==> src/rtl/core/bnlf_pkg.sv <==
// Shared types and constants for the binary neighbourhood lookup filter.
// No dependencies; imported by the interfaces and every module of the block.
`default_nettype none

package bnlf_pkg;

    // Fixed field widths
    localparam int WidthBits    = 6;
    localparam int CountBits    = 7;
    localparam int TotalBits    = 16;
    localparam int GroupBits    = 4;
    localparam int GroupLanes   = 8;

    // Lookup table geometry
    localparam int TableEntries = 512;
    localparam int IndexBits    = 9;
    localparam int TableWords   = 8;
    localparam int CfgIndexBits = 3;
    localparam int CfgDataBits  = 64;

    localparam logic [TotalBits-1:0] TotalMax = {TotalBits{1'b1}};

    // Control that travels with a window into the lane array
    typedef struct packed {
        logic                 valid;
        logic                 last;
        logic [WidthBits-1:0] width;
    } win_ctrl_t;

    // Control that travels with a finished pixel row into the merge stage
    typedef struct packed {
        logic valid;
        logic last;
    } lane_ctrl_t;

endpackage

`default_nettype wire

==> src/rtl/core/bnlf_if.sv <==
// Valid/ready channel interfaces for input rows and output rows.
// Depends on bnlf_pkg for the fixed field widths.
`default_nettype none


interface bnlf_out_if
    import bnlf_pkg::*;
#(
    parameter int MAX_WIDTH = 62
) ();
    logic                 valid;
    logic                 ready;
    logic [MAX_WIDTH+1:0] out_row;
    logic [CountBits-1:0] row_lit_count;
    logic [TotalBits-1:0] frame_lit_total;
    logic                 last_out;

    modport source (
        output valid, out_row, row_lit_count, frame_lit_total, last_out,
        input  ready
    );
    modport sink (
        input  valid, out_row, row_lit_count, frame_lit_total, last_out,
        output ready
    );
endinterface

`default_nettype wire

==> src/rtl/core/bnlf_merge.sv <==
// Merge stage: sums the lane group counts, keeps the saturating frame total
// and holds the output register. Depends on bnlf_pkg and bnlf_out_if.
`default_nettype none

module bnlf_merge
    import bnlf_pkg::*;
#(
    parameter int MAX_WIDTH = 62
) (
    input  wire logic                  clk,
    input  wire logic                  rst_n,
    input  wire lane_ctrl_t            px_ctrl,
    input  wire logic [MAX_WIDTH+1:0]  px_row,
    input  wire logic [(MAX_WIDTH+9)/8-1:0][GroupBits-1:0] grp_count,
    output logic                       merge_ready,
    bnlf_out_if.source                 row_out
);

    localparam int NumGroups = (MAX_WIDTH + 9) / 8;

    logic [CountBits-1:0] row_cnt;
    logic [TotalBits:0]   sum_wide;
    logic [TotalBits-1:0] total_new;

    logic [TotalBits-1:0] total_reg;
    logic                 out_v_reg;
    logic [MAX_WIDTH+1:0] out_row_reg;
    logic [CountBits-1:0] out_cnt_reg;
    logic [TotalBits-1:0] out_total_reg;
    logic                 out_last_reg;

    assign merge_ready = !out_v_reg || row_out.ready;

    // Row count and saturating frame total
    always_comb
    begin
        row_cnt = '0;
        for (int g = 0; g < NumGroups; g++)
        begin
            row_cnt = row_cnt + CountBits'(grp_count[g]);
        end
        sum_wide  = {1'b0, total_reg} + (TotalBits+1)'(row_cnt);
        total_new = sum_wide[TotalBits] ? TotalMax : sum_wide[TotalBits-1:0];
    end

    always_ff @(posedge clk or negedge rst_n)
    begin
        if (!rst_n)
        begin
            out_v_reg <= 1'b0;
            total_reg <= '0;
        end
        else if (merge_ready)
        begin
            out_v_reg <= px_ctrl.valid;
            if (px_ctrl.valid)
            begin
                total_reg <= px_ctrl.last ? '0 : total_new;
            end
        end
    end

    always_ff @(posedge clk)
    begin
        if (merge_ready)
        begin
            out_row_reg   <= px_row;
            out_cnt_reg   <= row_cnt;
            out_total_reg <= total_new;
            out_last_reg  <= px_ctrl.last;
        end
    end

    assign row_out.valid           = out_v_reg;
    assign row_out.out_row         = out_row_reg;
    assign row_out.row_lit_count   = out_cnt_reg;
    assign row_out.frame_lit_total = out_total_reg;
    assign row_out.last_out        = out_last_reg;

endmodule

`default_nettype wire

==> src/flat_wrapper.sv <==
// flat-port wrapper written by rule: the top's interface ports become plain ports
module bnlf_merge_flat import bnlf_pkg::*;
#(
    parameter int MAX_WIDTH = 62
)
  (clk, rst_n, px_ctrl, px_row, grp_count, merge_ready, row_out_valid, row_out_out_row, row_out_row_lit_count, row_out_frame_lit_total, row_out_last_out, row_out_ready);
  bnlf_out_if #(.MAX_WIDTH(MAX_WIDTH)) row_out_i ();
  input  wire logic clk;
  input  wire logic rst_n;
  input  wire lane_ctrl_t px_ctrl;
  input  wire logic [MAX_WIDTH+1:0] px_row;
  input  wire logic [(MAX_WIDTH+9)/8-1:0][GroupBits-1:0] grp_count;
  output logic merge_ready;
  output wire logic [$bits(row_out_i.valid)-1:0] row_out_valid;
  output wire logic [$bits(row_out_i.out_row)-1:0] row_out_out_row;
  output wire logic [$bits(row_out_i.row_lit_count)-1:0] row_out_row_lit_count;
  output wire logic [$bits(row_out_i.frame_lit_total)-1:0] row_out_frame_lit_total;
  output wire logic [$bits(row_out_i.last_out)-1:0] row_out_last_out;
  input wire logic [$bits(row_out_i.ready)-1:0] row_out_ready;
  assign row_out_valid = row_out_i.valid;
  assign row_out_out_row = row_out_i.out_row;
  assign row_out_row_lit_count = row_out_i.row_lit_count;
  assign row_out_frame_lit_total = row_out_i.frame_lit_total;
  assign row_out_last_out = row_out_i.last_out;
  assign row_out_i.ready = row_out_ready;
  bnlf_merge #(.MAX_WIDTH(MAX_WIDTH)) u_core (.clk(clk), .rst_n(rst_n), .px_ctrl(px_ctrl), .px_row(px_row), .grp_count(grp_count), .merge_ready(merge_ready), .row_out(row_out_i));
endmodule
==> config.mk <==
export PLATFORM = sky130hd
export DESIGN_NAME = bnlf_merge_flat
export DESIGN_NICKNAME = d
export VERILOG_FILES = /design/src/rtl/core/bnlf_pkg.sv /design/src/rtl/core/bnlf_if.sv /design/src/rtl/core/bnlf_merge.sv /design/src/flat_wrapper.sv
export SDC_FILE = /design/constraint.sdc
export NUM_CORES = 1
export LEC_CHECK = 0
export BUFFER_PORTS_ARGS = -buffer_cell sky130_fd_sc_hd__buf_2
export CORE_MARGIN = 2
export CORE_UTILIZATION = 30
export DETAILED_ROUTE_END_ITERATION = 10
export PLACE_DENSITY = 0.62
export SYNTH_ARGS = -nofsm -noshare
export SYNTH_HDL_FRONTEND = slang
export SYNTH_SLANG_ARGS = --single-unit
==> constraint.sdc <==
create_clock -name clk -period 4.55 [get_ports clk]
set_input_delay 0.6825 -clock clk [delete_from_list [all_inputs] [get_ports clk]]
set_output_delay 0.6825 -clock clk [all_outputs]
set_load 0.005 [all_outputs]
## Yosys cells after proc, flatten, opt, wreduce, memory -nomap -nowiden

Index checks and enable logic that the tools add are counted.

- $add $sub $neg: 8
- Mux-type cells: 2
- Reduce and logical (&&, ||, !) cells: 3

Operators with widths:

| cell | number |
|---|---|
| adder 7 x 4 -> 7 bit | 6 |
| 2-to-1 mux 16 bit | 2 |
| adder 16 x 7 -> 17 bit | 1 |
| adder 4 x 4 -> 5 bit | 1 |
| AND reduction 2 bit | 1 |
| zero test 1 bit | 1 |
| logical OR 1 bit | 1 |

- Register bits after elaboration: 105
- Input port bits: 101
- Output and inout bits: 90
- Word-level logic and storage cells: 19

## Logic depth before layout (Yosys ltp)

- Depth in word-level cells: 10
- Gate-level depth with buffers: 23
- Gate-level depth less buffers: 22

## Least setup slack after synthesis

Ideal clock, no wire load.

- Kind: input-to-reg
- Start: input grp_count[0] in the netlist's numbering
- End: register u_core.out_total_reg[12], in the netlist u_core.row_out.frame_lit_total[12] (data pin)
- Setup time: 0.260 ns
- Arrival time: 5.775 ns
- Data required time: 4.290 ns
- Slack: -1.485 ns
- Stages: 21
- Cells stage by stage: ha_1 > fa_1 > xor2_1 > fa_1 > inv_1 > fa_1 > fa_1 > inv_1 > fa_1 > ha_1 > a21o_1 > a21oi_1 > o21bai_1 > a21oi_1 > xnor2_1 > ha_1 > or2_2 > nand2_1 > nor2_2 > nand2_1 > mux2_2

- Longest elaborated chain between the ends: 9

Ends and longest elaborated chain:

| item | RTL line | RTL |
|---|---|---|
| from (decl) | flat_wrapper.sv:12 | `input wire logic [(MAX_WIDTH+9)/8-1:0][GroupBits-1:0] grp_count;` |
| adder 4 x 4 -> 5 bit | bnlf_merge.sv:40 | `row_cnt = row_cnt + CountBits'(grp_count[g]);` |
| adder 7 x 4 -> 7 bit (6 in series) | bnlf_merge.sv:40 |  |
| net u_core.row_cnt[6] | bnlf_merge.sv:21 | `logic [CountBits-1:0] row_cnt;` |
| adder 16 x 7 -> 17 bit | bnlf_merge.sv:42 | `sum_wide = {1'b0, total_reg} + (TotalBits+1)'(row_cnt);` |
| 2-to-1 mux 16 bit | bnlf_merge.sv:43 | `total_new = sum_wide[TotalBits] ? TotalMax : sum_wide[TotalBits-1:0];` |
| net u_core.total_new[12] | bnlf_merge.sv:23 | `logic [TotalBits-1:0] total_new;` |
| to (signal assigned) | bnlf_merge.sv:69 | `out_total_reg <= total_new;` |
| to (decl) | bnlf_merge.sv:29 | `logic [TotalBits-1:0] out_total_reg;` |

The timed path passes the listed nets, and every way through them passes these cells.
A chain may end at the register's enable or synchronous reset.

## Worst setup path after layout

- Start: input grp_count[0] in the netlist's numbering
- End: register u_core.out_total_reg[9], in the netlist u_core.row_out.frame_lit_total[9] (data pin)

Same word-level chain as after synthesis.

==> results <==
- The post-placement cell area is approximately 6200 sq um.
- The mean post-synth cell area is between 10 and 15 sq um.
- Counting flops with a built-in enable in the synthesized netlist gives 88.
- The count of unresolved DRC violations after routing is 0.
- The startpoint identified for the worst register-to-register timing path is u_core.row_out.valid.
- The post-synthesis net count is between 400 and 500.
- Setup violations remaining at the end of the flow were counted as 32.
- Summing internal, switching and leakage power gives 0.00564 W.
- The number of distinct library cell variants in the gate-level netlist after synthesis is 42.
- The clock period minus worst slack is about 5.4 ns.
- The pin count of the biggest net entering global routing is 85.
- The worst clock skew is around 0.0090 ns.
- The H-tree was split into 3 levels.
- The area enclosed by the die boundary is roughly 17,000 sq um.
- The number of antenna violations at the first check in global routing is 0.
- By area the synthesized netlist is led by edfxtp_1, dfrtp_1, fa_1.
- In this run the remaining antenna-violating nets after routing total 0.
- In the post-synthesis netlist, the cell with the most instances is edfxtp_1.
- At the end of routability-driven placement, the weighted congestion stood at slightly below 0.8.
- The worst reg2reg path endpoint is u_core.total_reg[6].
- The measured slew at the worst slew-check pin is 1.40 ns.
- Along the worst path, the maximum fanout reaches 5.
- The tightest min-delay check is of the in2async type.
- Across all layers, the routed design uses roughly 3.4k vias.
- In the post-route analysis, the smallest setup slack over all paths is -0.815 ns.
- The number of clock buffers added by TritonCTS is 9.
- The count of boundary I/O pins is roughly 190.
- Compared with the post-synthesis result, the final layout area differs by 45.6%.
- The footprint of the multi-input gates is ~1900 sq um.
- The repair_antennas step left the layout with diodes totalling 0.
- The area of the mapped netlist is between 4000 and 5000 sq um.
- The total overflow left after global routing is 0.
- The library cell used as clock root buffer is clkbuf_16.
- The checks that failed: negative setup slack.
- Of the cells placed in the final design, the portion with a size suffix greater than 1 is between 50 and 60%.
- The core footprint is roughly 16,000 sq um.
- In this run the tightest slew margin relative to its limit is under 10%.
- The average routed wire per standard cell is about 14 microns.
- The number of cells produced by synthesis is 330.
- The clock passes through at most 2 buffers.
- The highest clock rate is ~0.19 GHz.
- The count of buffers from port buffering is 190.
- The length of the first detailed-routing pass in iterations is 4.
- The die is between 100 and 150 microns wide.
- The flow ran to the end, but the final reports show violations.
- For this run, the leading register cell type out of synthesis is edfxtp_1.
- The worst register-to-register path has a setup slack of between 2 and 2.5 ns.
- In the final layout, flip-flops and latches occupy 3070 sq um.
- For this run, asynchronously set or reset flops after synthesis account for between 10% and 20%.
- The worst hold margin is 0.258 ns.
- The static leakage power is about 3.1 nW.
- TritonCTS built the clock tree.
- Summing the sequential cell areas from Yosys gives 64.2% of the chip area.
- Setup repair after global routing could not meet its margin everywhere.
- The critical path class is in2reg.
- Sorting the synthesized cells by how often they occur yields edfxtp_1, inv_1, nand2_1, ha_1, fa_1.
- The hold violation total from the final report was 0.
- Once the floorplan was initialized, standard cells occupied just over 30% of the core.
- The register with the most flip-flops in the layout has between 60 and 70 of them.
- The number of storage elements in the synthesis netlist is 105.
- The final-report max-slew violation count came to 0.
- The final sum of negative setup slack is -23.67 ns.
- The total clock sinks is between 100 and 150.
- After the first detailed-routing iteration, the DRC count stood at approximately 170.
- From bottom edge to top edge, the die measures roughly 130 microns.
- The startpoint type of the worst setup path is an input pin.
- After detailed routing, the number of vias per cell comes to between 4 and 5.
- The final core area utilization is between 40% and 50%.
- The maximum resistive drop on vdd is between 0.6 and 0.7 mV.
- For this design the ratio of total power to cell area is approximately 810 nW/um^2.
- The later pin in the worst-skew pair is clocked with a latency of ~0.35 ns.
- The Yosys step of the flow raised 0 warnings.
- Data on the critical path arrives at its endpoint at approximately 5.5 ns.
- The synthesized design devotes to its leading area cell type 55.3% of total area.
- The finished cells cover 6960 sq um.
- The synthesized design spends more area on one cell type than any other, namely edfxtp_1.
- The via count of the first global-routing pass is 3,376.
- The routed wire length is about 11 mm.
- The net count of the finished layout is around 700.
- The number of cells on the worst reg-to-reg path is 4.
- The critical path endpoint category is a register.
- The filler cells instantiated in the layout total 1,453.
- The critical path required time is around 4.7 ns.
- The max-capacitance violation count is 0.
- Across every metal layer, demand over resource in global routing totals about an eighth.
- The estimated wirelength of the detail-placed design is roughly 8.3 mm.
- Row generation in the floorplan step produced 46 rows.
- The first global-routing pass estimated about 17 mm of wire.
- In the finished design, the share of the clock period the worst path needs comes to 118%.
- After clock tree synthesis, the clock-pin slew on the worst setup and hold paths is 0.08 ns.
[repair_timing]
| item | CTS | global route |
|---|---|---|
| cloned | 1 | 0 |
| hold buffers | 0 | 0 |
| pin swaps | 17 | 26 |
| hold endpoints to repair | 0 | 0 |
| endpoints found under the setup margin | 32 | 33 |
| gates resized for setup | 43 | 25 |
| buffers inserted | 7 | 3 |
[cell families after synthesis]
logic type	after synthesis	synth area share, %
DFF	105	64.2
and+or+nand+nor	61	6.52
AOI/OAI and AO/OA	59	8.12
buffers and inverters	44	3.48
adders and majority gates	42	14.1
xor gates and xnor gates	18	3.30
muxes	1	0.236
[per-stage QoR]
step	setup WS (ns)	std cells
floorplan	-1.05	330
global placement	-1.39	753
detailed placement	-1.48	753
CTS	-0.912	776
global route	-0.986	779
finish	-0.815	779
[layout by cell type (no fill, tap or decap), types with 3 or more instances in the layout]
cell       instances
fa_1              18
nor2_1             6
nor2_2             3
a31oi_1            3
inv_8              3
a21oi_2            5
xnor2_1            8
o21a_1             7
o21ai_0            6
a21o_1             5
inv_2              3
buf_4             25
nand3_1            5
ha_1              16
clkbuf_16          9
nand2_2            4
a21oi_1            6
o21ai_1            9
dfrtp_1           17
buf_2            187
a41oi_2            5
xnor2_2            9
nor3_4             3
nand2_1           18
ha_4               6
inv_1             36
edfxtp_1          88
buf_6              9
[power breakdown]
group	leakage [nW]	switching [W]	total (W)	internal (W)
combinational	1.84	0.00167	0.00339	0.00172
clock	0.166	0.000362	0.000857	0.000495
sequential	1.12	0.0000601	0.00139	0.00133
total	3.13	0.00209	0.00564	0.00355
[how the worst max path moves through the flow]
stage | startpoint | end | slack, ns | depth (start not counted)
CTS | grp_count[0] | u_core.row_out.frame_lit_total[13] | -0.91 | 22
finish | grp_count[0] | u_core.row_out.frame_lit_total[9] | -0.82 | 22
detailed placement | grp_count[0] | u_core.row_out.frame_lit_total[9] | -1.48 | 23
global placement | grp_count[0] | u_core.row_out.frame_lit_total[9] | -1.39 | 23
global route | grp_count[0] | u_core.row_out.frame_lit_total[13] | -0.99 | 23
floorplan | grp_count[0] | u_core.row_out.frame_lit_total[12] | -1.05 | 21
[area by class of cell]
| type | count | share of cell area (%) |
|---|---|---|
| well taps | 216 | 3.89 |
| clock buffers | 9 | 3.24 |
| inverters | 39 | 2.10 |
| flip-flops and latches | 105 | 44.1 |
| repair buffers | 221 | 17.6 |
| multi-input cells | 182 | 27.5 |
| clock inverters | 7 | 1.55 |
[metal layers]
layer / wire length [microns] / track usage [%] / share of wire, % / vias to the layer above
met2: 5680 / 22.6 / 51 / 122
met3: 886 / 4.51 / 7.9 / 10
met1: 4500 / 14.6 / 40 / 1650
met5: 0 / 0 / 0 / -
met4: 83 / 3.98 / 0.74 / 0
li1: - / - / - / 1638
[worst max-delay path, stage by stage]
cell	delay [ns]
buf_6	0.10
ha_4	0.15
fa_2	0.35
xor2_1	0.16
fa_1	0.48
inv_1	0.05
fa_1	0.44
fa_1	0.49
inv_1	0.05
fa_1	0.46
ha_1	0.29
a21o_1	0.17
a21oi_2	0.15
buf_4	0.14
xnor2_2	0.10
ha_4	0.29
o211ai_1	0.12
o211a_4	0.30
nor3_4	0.20
buf_6	0.13
xnor2_1	0.11
nand2_1	0.07
Note: power is estimated with default switching activity, not from simulation.
